--- src/hw/rtl/assert_macros.svh ---
// Assertion macros shared by the RTL. Defining NO_ASSERTIONS removes every check.
`ifndef ASSERT_MACROS_SVH
`define ASSERT_MACROS_SVH

`ifndef NO_ASSERTIONS

// The consequent must hold in the same cycle as the antecedent.
`define ASSERT_SAME(label, clk, rst_n, ante, cons, msg) \
    label: assert property (@(posedge clk) disable iff (!rst_n) (ante) |-> (cons)) \
        else $error(msg);

// The consequent must hold in the cycle after the antecedent.
`define ASSERT_NEXT(label, clk, rst_n, ante, cons, msg) \
    label: assert property (@(posedge clk) disable iff (!rst_n) (ante) |=> (cons)) \
        else $error(msg);

`else

`define ASSERT_SAME(label, clk, rst_n, ante, cons, msg)
`define ASSERT_NEXT(label, clk, rst_n, ante, cons, msg)

`endif

`endif

--- src/hw/rtl/sv39ptw_pkg.sv ---
package sv39ptw_pkg;

    // Field widths of the stream transactions.
    localparam int VA_W      = 39;
    localparam int ACCESS_W  = 2;
    localparam int PTE_W     = 64;
    localparam int ADDR_W    = 56;
    localparam int ROOT_W    = 44;
    localparam int RKIND_W   = 2;
    localparam int LEVEL_W   = 2;
    localparam int IN_DATA_W = 112;
    localparam int OUT_DATA_W = 176;

    // Input transaction kinds.
    localparam logic KIND_REQUEST = 1'b0;
    localparam logic KIND_PTE     = 1'b1;

    // Access kinds.
    localparam logic [ACCESS_W-1:0] ACCESS_FETCH = 2'd0;

    // Result kinds.
    localparam logic [RKIND_W-1:0] RK_READ      = 2'd0;
    localparam logic [RKIND_W-1:0] RK_WRITEBACK = 2'd1;
    localparam logic [RKIND_W-1:0] RK_DONE      = 2'd2;
    localparam logic [RKIND_W-1:0] RK_FAULT     = 2'd3;

    // Page-table entry flag bits.
    localparam logic [PTE_W-1:0] PTE_V = 64'h01;
    localparam logic [PTE_W-1:0] PTE_A = 64'h40;
    localparam logic [PTE_W-1:0] PTE_D = 64'h80;

    // One result transaction.
    typedef struct packed {
        logic [RKIND_W-1:0] kind;
        logic [ADDR_W-1:0]  addr;
        logic [PTE_W-1:0]   wdata;
        logic [ADDR_W-1:0]  phys;
        logic               last;
    } result_t;

    // Byte offset of the entry selected by the VPN field of one level.
    function automatic logic [ADDR_W-1:0] vpn_offset(input logic [VA_W-1:0] va,
                                                      input logic [LEVEL_W-1:0] lvl);
        logic [8:0] vpn;
        begin
            unique case (lvl)
                2'd0:    vpn = va[20:12];
                2'd1:    vpn = va[29:21];
                2'd2:    vpn = va[38:30];
                default: vpn = 9'd0;
            endcase
            vpn_offset = {44'd0, vpn, 3'b000};
        end
    endfunction

endpackage

--- src/hw/rtl/sv39_page_table_walker.sv ---
// Sv39 page-table walker, driven by stream transactions.
// Slave stream: tuser is 0 for a translation request (virtual address and access
// kind in tdata) and 1 for page-table entry data returned from memory.
// Master stream: tuser gives the result kind (entry read, entry write-back,
// translation done, invalid entry fault); tlast marks the last result of an input.
// Configuration: cfg_wr_en writes the root page number taken from satp.
// An input transaction is held in the input register, evaluated from there, and
// its first result is registered in the single result register for the master side.
// Throughput: one input per cycle for requests and non-leaf entries while the
// receiver takes results; a leaf entry yields a write-back followed by a done
// result, and no input is evaluated until the done result enters the result register.
// Requests during a walk and entry data while idle are dropped without a result.
// Reset clears the walk state, the root page number and both stream stages.
// When the receiver stalls, the result register holds and the input register
// fills; s_axis_tready then drops until the result is taken.
module sv39_page_table_walker #(
    parameter int LEVELS         = 3,
    parameter int PHYS_ADDR_BITS = 56
) (
    input  logic                              clk,
    input  logic                              rst_n,
    // Configuration write port.
    input  logic                              cfg_wr_en,
    input  logic [sv39ptw_pkg::ROOT_W-1:0]    cfg_wr_data,
    // Slave stream.
    input  logic                              s_axis_tvalid,
    output logic                              s_axis_tready,
    // tdata: virt_addr[38:0], access_kind[40:39], pte_data[104:41], zeros[111:105]
    input  logic [sv39ptw_pkg::IN_DATA_W-1:0] s_axis_tdata,
    // tuser: kind[0]
    input  logic                              s_axis_tuser,
    // Master stream.
    output logic                               m_axis_tvalid,
    input  logic                               m_axis_tready,
    // tdata: mem_addr[55:0], mem_wdata[119:56], phys_addr[175:120]
    output logic [sv39ptw_pkg::OUT_DATA_W-1:0] m_axis_tdata,
    // tuser: result_kind[1:0]
    output logic [sv39ptw_pkg::RKIND_W-1:0]    m_axis_tuser,
    output logic                               m_axis_tlast
);
    import sv39ptw_pkg::*;

    `include "assert_macros.svh"

    localparam logic [ADDR_W-1:0]  PA_MASK   = (ADDR_W'(1) << PHYS_ADDR_BITS) - ADDR_W'(1);
    localparam logic [LEVEL_W-1:0] TOP_LEVEL = LEVEL_W'(LEVELS - 1);

    // Configuration register.
    logic [ROOT_W-1:0] root_ppn_reg;

    // Input register.
    logic                in_valid_reg;
    logic                in_kind_reg;
    logic [VA_W-1:0]     in_vaddr_reg;
    logic [ACCESS_W-1:0] in_access_reg;
    logic [PTE_W-1:0]    in_pte_reg;

    // Walk state.
    logic                busy_reg, busy_next;
    logic [LEVEL_W-1:0]  level_reg, level_next;
    logic [VA_W-1:0]     vaddr_reg, vaddr_next;
    logic [ACCESS_W-1:0] access_reg, access_next;
    logic [ADDR_W-1:0]   entry_addr_reg, entry_addr_next;

    // Result register and the pending done result of a leaf.
    logic              out_valid_reg;
    result_t           out_reg;
    logic              pend_valid_reg;
    logic [ADDR_W-1:0] pend_phys_reg;

    // Evaluation results.
    logic [1:0]        res_count;
    result_t           res_first;
    logic [ADDR_W-1:0] res_phys;
    logic [ADDR_W-1:0] pte_base;
    logic [PTE_W-1:0]  mark;

    logic out_free;
    logic fire;
    logic s_accept;

    assign out_free = !out_valid_reg || m_axis_tready;
    assign fire     = in_valid_reg && out_free && !pend_valid_reg;
    assign s_accept = s_axis_tvalid && s_axis_tready;

    assign s_axis_tready = !in_valid_reg || fire;
    assign m_axis_tvalid = out_valid_reg;
    assign m_axis_tdata  = {out_reg.phys, out_reg.wdata, out_reg.addr};
    assign m_axis_tuser  = out_reg.kind;
    assign m_axis_tlast  = out_reg.last;

    // Evaluate the registered input against the walk state.
    always_comb
    begin
        busy_next       = busy_reg;
        level_next      = level_reg;
        vaddr_next      = vaddr_reg;
        access_next     = access_reg;
        entry_addr_next = entry_addr_reg;
        res_count       = 2'd0;
        res_first       = '0;
        pte_base        = {in_pte_reg[53:10], 12'd0} & PA_MASK;
        mark            = (access_reg == ACCESS_FETCH) ? PTE_A : PTE_D;
        res_phys        = (pte_base + {44'd0, vaddr_reg[11:0]}) & PA_MASK;
        if (in_kind_reg == KIND_REQUEST)
        begin
            if (!busy_reg)
            begin
                busy_next       = 1'b1;
                vaddr_next      = in_vaddr_reg;
                access_next     = in_access_reg;
                level_next      = TOP_LEVEL;
                entry_addr_next = ({root_ppn_reg, 12'd0}
                                   + vpn_offset(in_vaddr_reg, TOP_LEVEL)) & PA_MASK;
                res_count       = 2'd1;
                res_first       = '{RK_READ, entry_addr_next, '0, '0, 1'b1};
            end
        end
        else if (busy_reg)
        begin
            if ((in_pte_reg & PTE_V) == '0)
            begin
                // Invalid entry ends the walk.
                busy_next = 1'b0;
                res_count = 2'd1;
                res_first = '{RK_FAULT, entry_addr_reg, '0, '0, 1'b1};
            end
            else if (level_reg != '0)
            begin
                // Step down one level.
                level_next      = level_reg - LEVEL_W'(1);
                entry_addr_next = (pte_base + vpn_offset(vaddr_reg, level_next)) & PA_MASK;
                res_count       = 2'd1;
                res_first       = '{RK_READ, entry_addr_next, '0, '0, 1'b1};
            end
            else
            begin
                // Leaf: write back the entry, then report the address.
                busy_next = 1'b0;
                res_count = 2'd2;
                res_first = '{RK_WRITEBACK, entry_addr_reg, in_pte_reg | mark, '0, 1'b0};
            end
        end
    end

    // Configuration register.
    always_ff @(posedge clk or negedge rst_n)
    begin
        if (!rst_n)
        begin
            root_ppn_reg <= '0;
        end
        else if (cfg_wr_en)
        begin
            root_ppn_reg <= cfg_wr_data;
        end
    end

    // Input register control.
    always_ff @(posedge clk or negedge rst_n)
    begin
        if (!rst_n)
        begin
            in_valid_reg <= 1'b0;
        end
        else if (s_accept)
        begin
            in_valid_reg <= 1'b1;
        end
        else if (fire)
        begin
            in_valid_reg <= 1'b0;
        end
    end

    // Input register payload.
    always_ff @(posedge clk)
    begin
        if (s_accept)
        begin
            in_kind_reg   <= s_axis_tuser;
            in_vaddr_reg  <= s_axis_tdata[38:0];
            in_access_reg <= s_axis_tdata[40:39];
            in_pte_reg    <= s_axis_tdata[104:41];
        end
    end

    // Walk state.
    always_ff @(posedge clk or negedge rst_n)
    begin
        if (!rst_n)
        begin
            busy_reg       <= 1'b0;
            level_reg      <= '0;
            vaddr_reg      <= '0;
            access_reg     <= '0;
            entry_addr_reg <= '0;
        end
        else if (fire)
        begin
            busy_reg       <= busy_next;
            level_reg      <= level_next;
            vaddr_reg      <= vaddr_next;
            access_reg     <= access_next;
            entry_addr_reg <= entry_addr_next;
        end
    end

    // Result register control.
    always_ff @(posedge clk or negedge rst_n)
    begin
        if (!rst_n)
        begin
            out_valid_reg  <= 1'b0;
            pend_valid_reg <= 1'b0;
        end
        else if (pend_valid_reg && out_free)
        begin
            out_valid_reg  <= 1'b1;
            pend_valid_reg <= 1'b0;
        end
        else if (fire)
        begin
            out_valid_reg  <= (res_count != 2'd0);
            pend_valid_reg <= (res_count == 2'd2);
        end
        else if (m_axis_tready)
        begin
            out_valid_reg <= 1'b0;
        end
    end

    // Result register payload.
    always_ff @(posedge clk)
    begin
        if (pend_valid_reg && out_free)
        begin
            out_reg <= '{RK_DONE, '0, '0, pend_phys_reg, 1'b1};
        end
        else if (fire)
        begin
            out_reg       <= res_first;
            pend_phys_reg <= res_phys;
        end
    end

    // A pending done result always sits behind a write-back in the result register.
    `ASSERT_SAME(a_pend_behind_wb, clk, rst_n, pend_valid_reg,
                 out_valid_reg && out_reg.kind == RK_WRITEBACK,
                 "pending done without a write-back ahead of it")

    // A result that is not the last of its input has its done result pending.
    `ASSERT_SAME(a_notlast_pend, clk, rst_n, m_axis_tvalid && !m_axis_tlast,
                 pend_valid_reg, "non-last result without a pending follower")

    // A read request is shown only during a walk.
    `ASSERT_SAME(a_read_busy, clk, rst_n, m_axis_tvalid && m_axis_tuser == RK_READ,
                 busy_reg, "entry read request while no walk is active")

    // Done and fault results end the walk.
    `ASSERT_SAME(a_end_idle, clk, rst_n,
                 m_axis_tvalid && (m_axis_tuser == RK_DONE || m_axis_tuser == RK_FAULT),
                 !busy_reg, "walk still active after done or fault")

endmodule

--- config.mk ---
export PLATFORM = sky130hd
export DESIGN_NAME = sv39_page_table_walker
export DESIGN_NICKNAME = d
export VERILOG_FILES = /design/src/hw/rtl/sv39ptw_pkg.sv /design/src/hw/rtl/sv39_page_table_walker.sv
export VERILOG_INCLUDE_DIRS = /design/src /design/src/hw/rtl
export SDC_FILE = /design/constraint.sdc
export NUM_CORES = 1
export LEC_CHECK = 0
export BUFFER_PORTS_ARGS = -buffer_cell sky130_fd_sc_hd__buf_4
export CORE_ASPECT_RATIO = 0.9
export CORE_MARGIN = 2
export CORE_UTILIZATION = 40
export CTS_CLUSTER_DIAMETER = 120
export DETAILED_ROUTE_END_ITERATION = 6
export SLEW_MARGIN = 0
export SYNTH_ARGS = -nofsm -noshare
export SYNTH_HDL_FRONTEND = slang
export SYNTH_SLANG_ARGS = --single-unit
--- constraint.sdc ---
create_clock -name clk -period 12.04 [get_ports clk]
set_input_delay 1.204 -clock clk [delete_from_list [all_inputs] [get_ports clk]]
set_output_delay 1.204 -clock clk [all_outputs]
set_load 0.05 [all_outputs]
-- After elaboration in Yosys (flattened, before gate mapping)
Cells that the tools add are included.
- add/sub/neg operators: 4
- eq/ne operators: 7
- mux-type cells: 41
- bitwise logic cells: 4
- reduce and logical (&&, ||, !) cells: 20
- operators by type and width (operator ; number):
    $mux W179 ; 3
    $mux W56 ; 5
    $mux W178 ; 1
    $mux W177 ; 1
    $add A56 B12 Y56 ; 3
    $mux W57 ; 2
    $logic_not A64 Y1 ; 1
    $or A64 B8 Y64 ; 1
    $mux W9 ; 6
    $pmux W9 S3 ; 1
    $mux W2 ; 9
    $mux W1 ; 12
    $mux W8 ; 1
    $reduce_bool A2 Y1 ; 4
    $reduce_and A5 Y1 ; 1
    $eq A2 B2 Y1 const B ; 2
    $logic_and A1 B1 Y1 ; 4
    $logic_not A2 Y1 ; 2
    $ne A2 B1 Y1 const B ; 2
    $ne A2 B2 Y1 const B ; 2
    $logic_not A1 Y1 ; 3
    $not A1 Y1 ; 3
    $reduce_and A3 Y1 ; 1
    $reduce_bool A3 Y1 ; 1
    4 further kinds ; 5
- bits in registers: 488

-- Depth between registers and ports, before layout
- depth after elaboration: 14
- depth in mapped cells: 9
- gate-level depth less buffers: 6

-- Worst setup path after synthesis
No wires, ideal clock.
- path kind: input to register
- from: input port m_axis_tready
- to: register in_access_reg[0] (enable)
- arrival time: 4602 ps
- required time: 11563 ps
- slack: 6962 ps
- stages on the path: 6
- path buffers: 2
- cell sequence: nand2b_1 nand2b_1 buf_2 buf_2 nand2_1 and2_1
- word-level cells in the longest chain between the ends: 5
- ends and longest elaborated chain (element ; RTL line ; source):
    from (decl) ; sv39_page_table_walker.sv:34 ; input logic m_axis_tready,
    $logic_or A1 B1 Y1 ; sv39_page_table_walker.sv:82 ; assign out_free = !out_valid_reg || m_axis_tready;
    $logic_and A1 B1 Y1 (2 in a row) ; sv39_page_table_walker.sv:83 ; assign fire = in_valid_reg && out_free && !pend_valid_reg;
    $logic_or A1 B1 Y1 ; sv39_page_table_walker.sv:86 ; assign s_axis_tready = !in_valid_reg || fire;
    net s_axis_tready ; sv39_page_table_walker.sv:27 ; output logic s_axis_tready,
    $logic_and A1 B1 Y1 ; sv39_page_table_walker.sv:84 ; assign s_accept = s_axis_tvalid && s_axis_tready;
    net s_accept ; sv39_page_table_walker.sv:80 ; logic s_accept;
    to (signal assigned) ; sv39_page_table_walker.sv:183 ; in_access_reg <= s_axis_tdata[40:39];
    to (decl) ; sv39_page_table_walker.sv:55 ; logic [ACCESS_W-1:0] in_access_reg;
The timed path passes the listed nets, and every way through them passes these cells.
A chain may end at the register's enable or synchronous reset.

-- Worst setup path after layout
- from: input port m_axis_tready
- to: output port s_axis_tready
- word-level cells in the longest chain between the ends: 4
- ends and longest elaborated chain (element ; RTL line):
    $logic_or A1 B1 Y1 ; sv39_page_table_walker.sv:82
    $logic_and A1 B1 Y1 (2 in a row) ; sv39_page_table_walker.sv:83
    $logic_or A1 B1 Y1 ; sv39_page_table_walker.sv:86
    to (decl) ; sv39_page_table_walker.sv:27
Every way passes these cells.

==> flow_metrics.tcl <==
set metrics [dict create \
    status "finished, final reports clean" \
    seq_power_share_pct 43.6 \
    layout_min_cycle_time_ns 3.75 \
    rows 73 \
    synthAdderAreaFrac_pct 0.349 \
    max_vdd_drop_mv 0.152 \
    post_synth_inst_count 1338 \
    min-delay-start "vaddr_reg[8]" \
    synthesis.area_per_instance_um2 13.4 \
    core-area_um2 44200 \
    worst_slack_ns 8.29 \
    final-instance-count-excl-fill 2279 \
    reg2reg_setup_slack_ns 8.70 \
    critical_path.n_buffers_inverters 2 \
    clock_skew_ns 0.0131 \
    cts.clk_slew.worst_paths_ns 0.06 \
    number_of_antenna_violations_at_the_first_check_in_global_routing 2 \
    crit-reg2reg-launch "pend_valid_reg" \
    critPathCaptureType "output pin" \
    fin_area_um2 22400 \
    drt_drc_violations_left 0 \
    die_x_um 227 \
    worstHoldEndpoint "pend_phys_reg[8]" \
    combinationalPowerShare_pct 30.1 \
    worstPathRequired_ns 10.84 \
    power.switching_fraction_pct 35.6 \
    gpl.final_weighted_congestion 0.771 \
    tritoncts "built" \
    worst_path_dominant_cell_family "simple AND/OR/NAND/NOR gates" \
    crit_fanout 57 \
    yosys-mux-area-fraction_pct 8.29 \
    p_leak_nw 9.41 \
    timing.critical_path.slowest_stage_cell "sky130_fd_sc_hd__nand2b_4" \
    layout.nets 1806 \
    chipHeight_um 205 \
    layout-drive-gt1-share_pct 30.5 \
    max_slew_margin_pct 28.7 \
    p_sw_mw 1.97 \
    final-setup-viol-count 0 \
    share_clk_of_total_power_pct 26.3 \
    synth_enable_flop_cells 218 \
    grt_pass1_wl_um 70000 \
    route.final.wire_length_um 46900 \
    number_of_global_route_vias_before_repair 11900 \
    holdCritPathClass "flip-flop to flip-flop" \
    report.final.slew_viol_count 0 \
    worst-r2r-cell-count 5 \
    start_kind "input port" \
    f_max_mhz 267 \
    ctsLongestPathBuffers 3 \
    cpPeakStageDelay_ns 0.59 \
    synth.ff_latch_count 482 \
    worst_hold_path.num_cells 0 \
    portBuffers 332 \
    cts_root_buf "sky130_fd_sc_hd__clkbuf_16" \
    via_per_inst 5.19 \
    cap_viol_max_count 0 \
    worst_pin_slew_ns 1.07 \
    post_synth_main_area_contributors "sky130_fd_sc_hd__edfxtp_1, sky130_fd_sc_hd__dfrtp_1, sky130_fd_sc_hd__dfxtp_1, sky130_fd_sc_hd__mux2_2, sky130_fd_sc_hd__nand2_1" \
    critical_path.most_common_cell "sky130_fd_sc_hd__buf_4" \
    p_int_mw 3.56 \
    synthDominantCellAreaShare_pct 36.5 \
    mappedNetlistArea_um2 17900 \
    final.setup.tns_ns 0 \
    dpl.cell_count 2188 \
    largest_net_degree_at_the_start_of_global_routing 79 \
    tritoncts_num_sinks 482 \
    synth-compound-area-share_pct 9.74 \
    synth_simple_gate_area_share_pct 8.59 \
    path_cells "buf_4 -> nand2b_2 -> nand2b_4 -> nand2_1 -> buf_4" \
    synth.yosys.seq_area_share_pct 70.0 \
    worst_flop_to_flop_path_endpoint "in_vaddr_reg[11]" \
    fill_cells 3890 \
    grt_setup_unrepaired "false" \
    vias 11800 \
    synthTopCellsByCount "sky130_fd_sc_hd__edfxtp_1, sky130_fd_sc_hd__nand2_1, sky130_fd_sc_hd__dfrtp_1" \
    floorplan.initialDensity_pct 40.6 \
    postPlaceCellArea_um2 20900 \
    fp.dieArea_um2 46600 \
    detailedRoute.firstIterationViolations 716 \
    grt_use_total_pct 20.0 \
    clk_latency_ns 0.57 \
    largest_register_ffs 173 \
    hold_violations 0 \
    synthDominantAreaCellType "sky130_fd_sc_hd__edfxtp_1" \
    synth_top_family_by_area "compound AO/OA/AOI/OAI gates" \
    post_cts_resize_count 0 \
    fin_crit_sh_pct 31.1 \
    finish.utilization_pct 50.7 \
    routed_wire_length_per_instance_um 20.6 \
    worstPathArrival_ns 2.54 \
    dpl_worst_slack_ns 7.82 \
    timing.setup.critical_path_class "input port to output pin" \
    count_leader_synth "sky130_fd_sc_hd__edfxtp_1" \
    syn2layout_area_growth_pct 24.8 \
    ioPinCount 343 \
    global_route.overflow_total 0 \
    antenna_left 0 \
    synth-xor-area-share_pct 0 \
    pwr_density_cell_nw_per_um2 247 \
    synth.lib_cells_used.distinct 42 \
    cts_inserted_buffers 49 \
    post-cts-setup-buffer-count 0 \
    cts_hold_buffers 0 \
    cts_htree_levels 2 \
    ys_dominant_reg_cell "sky130_fd_sc_hd__edfxtp_1" \
    synth_warnings 0 \
    first_pass_iters 7 \
    final_hpwl_dp_um 28000 \
    ys_async_sr_fraction_pct 29.9 \
]
==> worst max-delay path by stage <==
stage                        startpoint          endpoint  slack [ns]  depth (start not counted)
after floorplan           m_axis_tready  in_access_reg[0]        6.96                          6
after CTS                 m_axis_tready     s_axis_tready        8.26                          5
after global routing      m_axis_tready     s_axis_tready        8.15                          5
final                     m_axis_tready     s_axis_tready        8.29                          5
after detailed placement  m_axis_tready     vaddr_reg[11]        7.82                          6
after global placement    m_axis_tready     vaddr_reg[14]        7.86                          6
==> power groups by stage <==
stage / Clock, mW / Combinational, mW / Sequential [mW]
CTS: 1.50 / 1.69 / 2.41
global placement: 0 / 1.66 / 2.43
global route: 1.56 / 1.79 / 2.47
finish: 1.46 / 1.67 / 2.41
floorplan: 0 / 0.707 / 2.87
detailed placement: 0 / 1.68 / 2.45
==> cell type report <==
cell class                 count  area (um2)  area share, %
antenna                        2        5.00         0.0223
clock buffer                  71        1390           6.20
sequential                   482       12600           56.1
timing repair buffer         351        2640           11.8
inverter                       6        25.0          0.112
clock inverter                18         136          0.609
tap                          600         751           3.35
multi-input combinational    749        4900           21.9
==> layout by cell type (no fill, tap or decap), types with 45 or more instances in the layout <==
cell                          n
sky130_fd_sc_hd__mux2_2      75
sky130_fd_sc_hd__clkbuf_16   49
sky130_fd_sc_hd__buf_4      350
sky130_fd_sc_hd__mux2i_1     53
sky130_fd_sc_hd__dfrtp_1    143
sky130_fd_sc_hd__edfxtp_1   218
sky130_fd_sc_hd__a31oi_1     45
sky130_fd_sc_hd__nand2_1    147
sky130_fd_sc_hd__nor2_1     120
sky130_fd_sc_hd__a22oi_1     61
sky130_fd_sc_hd__a21oi_1     76
sky130_fd_sc_hd__and3_1      56
sky130_fd_sc_hd__a22o_1      45
sky130_fd_sc_hd__dfxtp_1    120
==> cells by family after synthesis <==
group	Yosys count
buf+inv	109
flops	482
compound gates	253
other cells	1
mux	138
simple gates	350
fa+ha+maj	5
==> layer usage <==
| metal | wire length [um] | share of wire (%) | GRT usage, % |
|---|---|---|---|
| met5 | 0 | 0 | 0 |
| met4 | 1280 | 2.7 | 7.47 |
| met3 | 3380 | 7.2 | 5.32 |
| met2 | 22000 | 47 | 31.8 |
| met1 | 20200 | 43 | 26.3 |
==> per-stage QoR <==
step | power (mW) | hold WS (ns)
after floorplan | 3.58 | 0.419
after global placement | 4.09 | 0.426
after detailed placement | 4.13 | 0.430
after CTS | 5.60 | 0.446
after global routing | 5.81 | 0.459
final | 5.54 | 0.447
No activity file was read; power rests on OpenSTA's default activity.
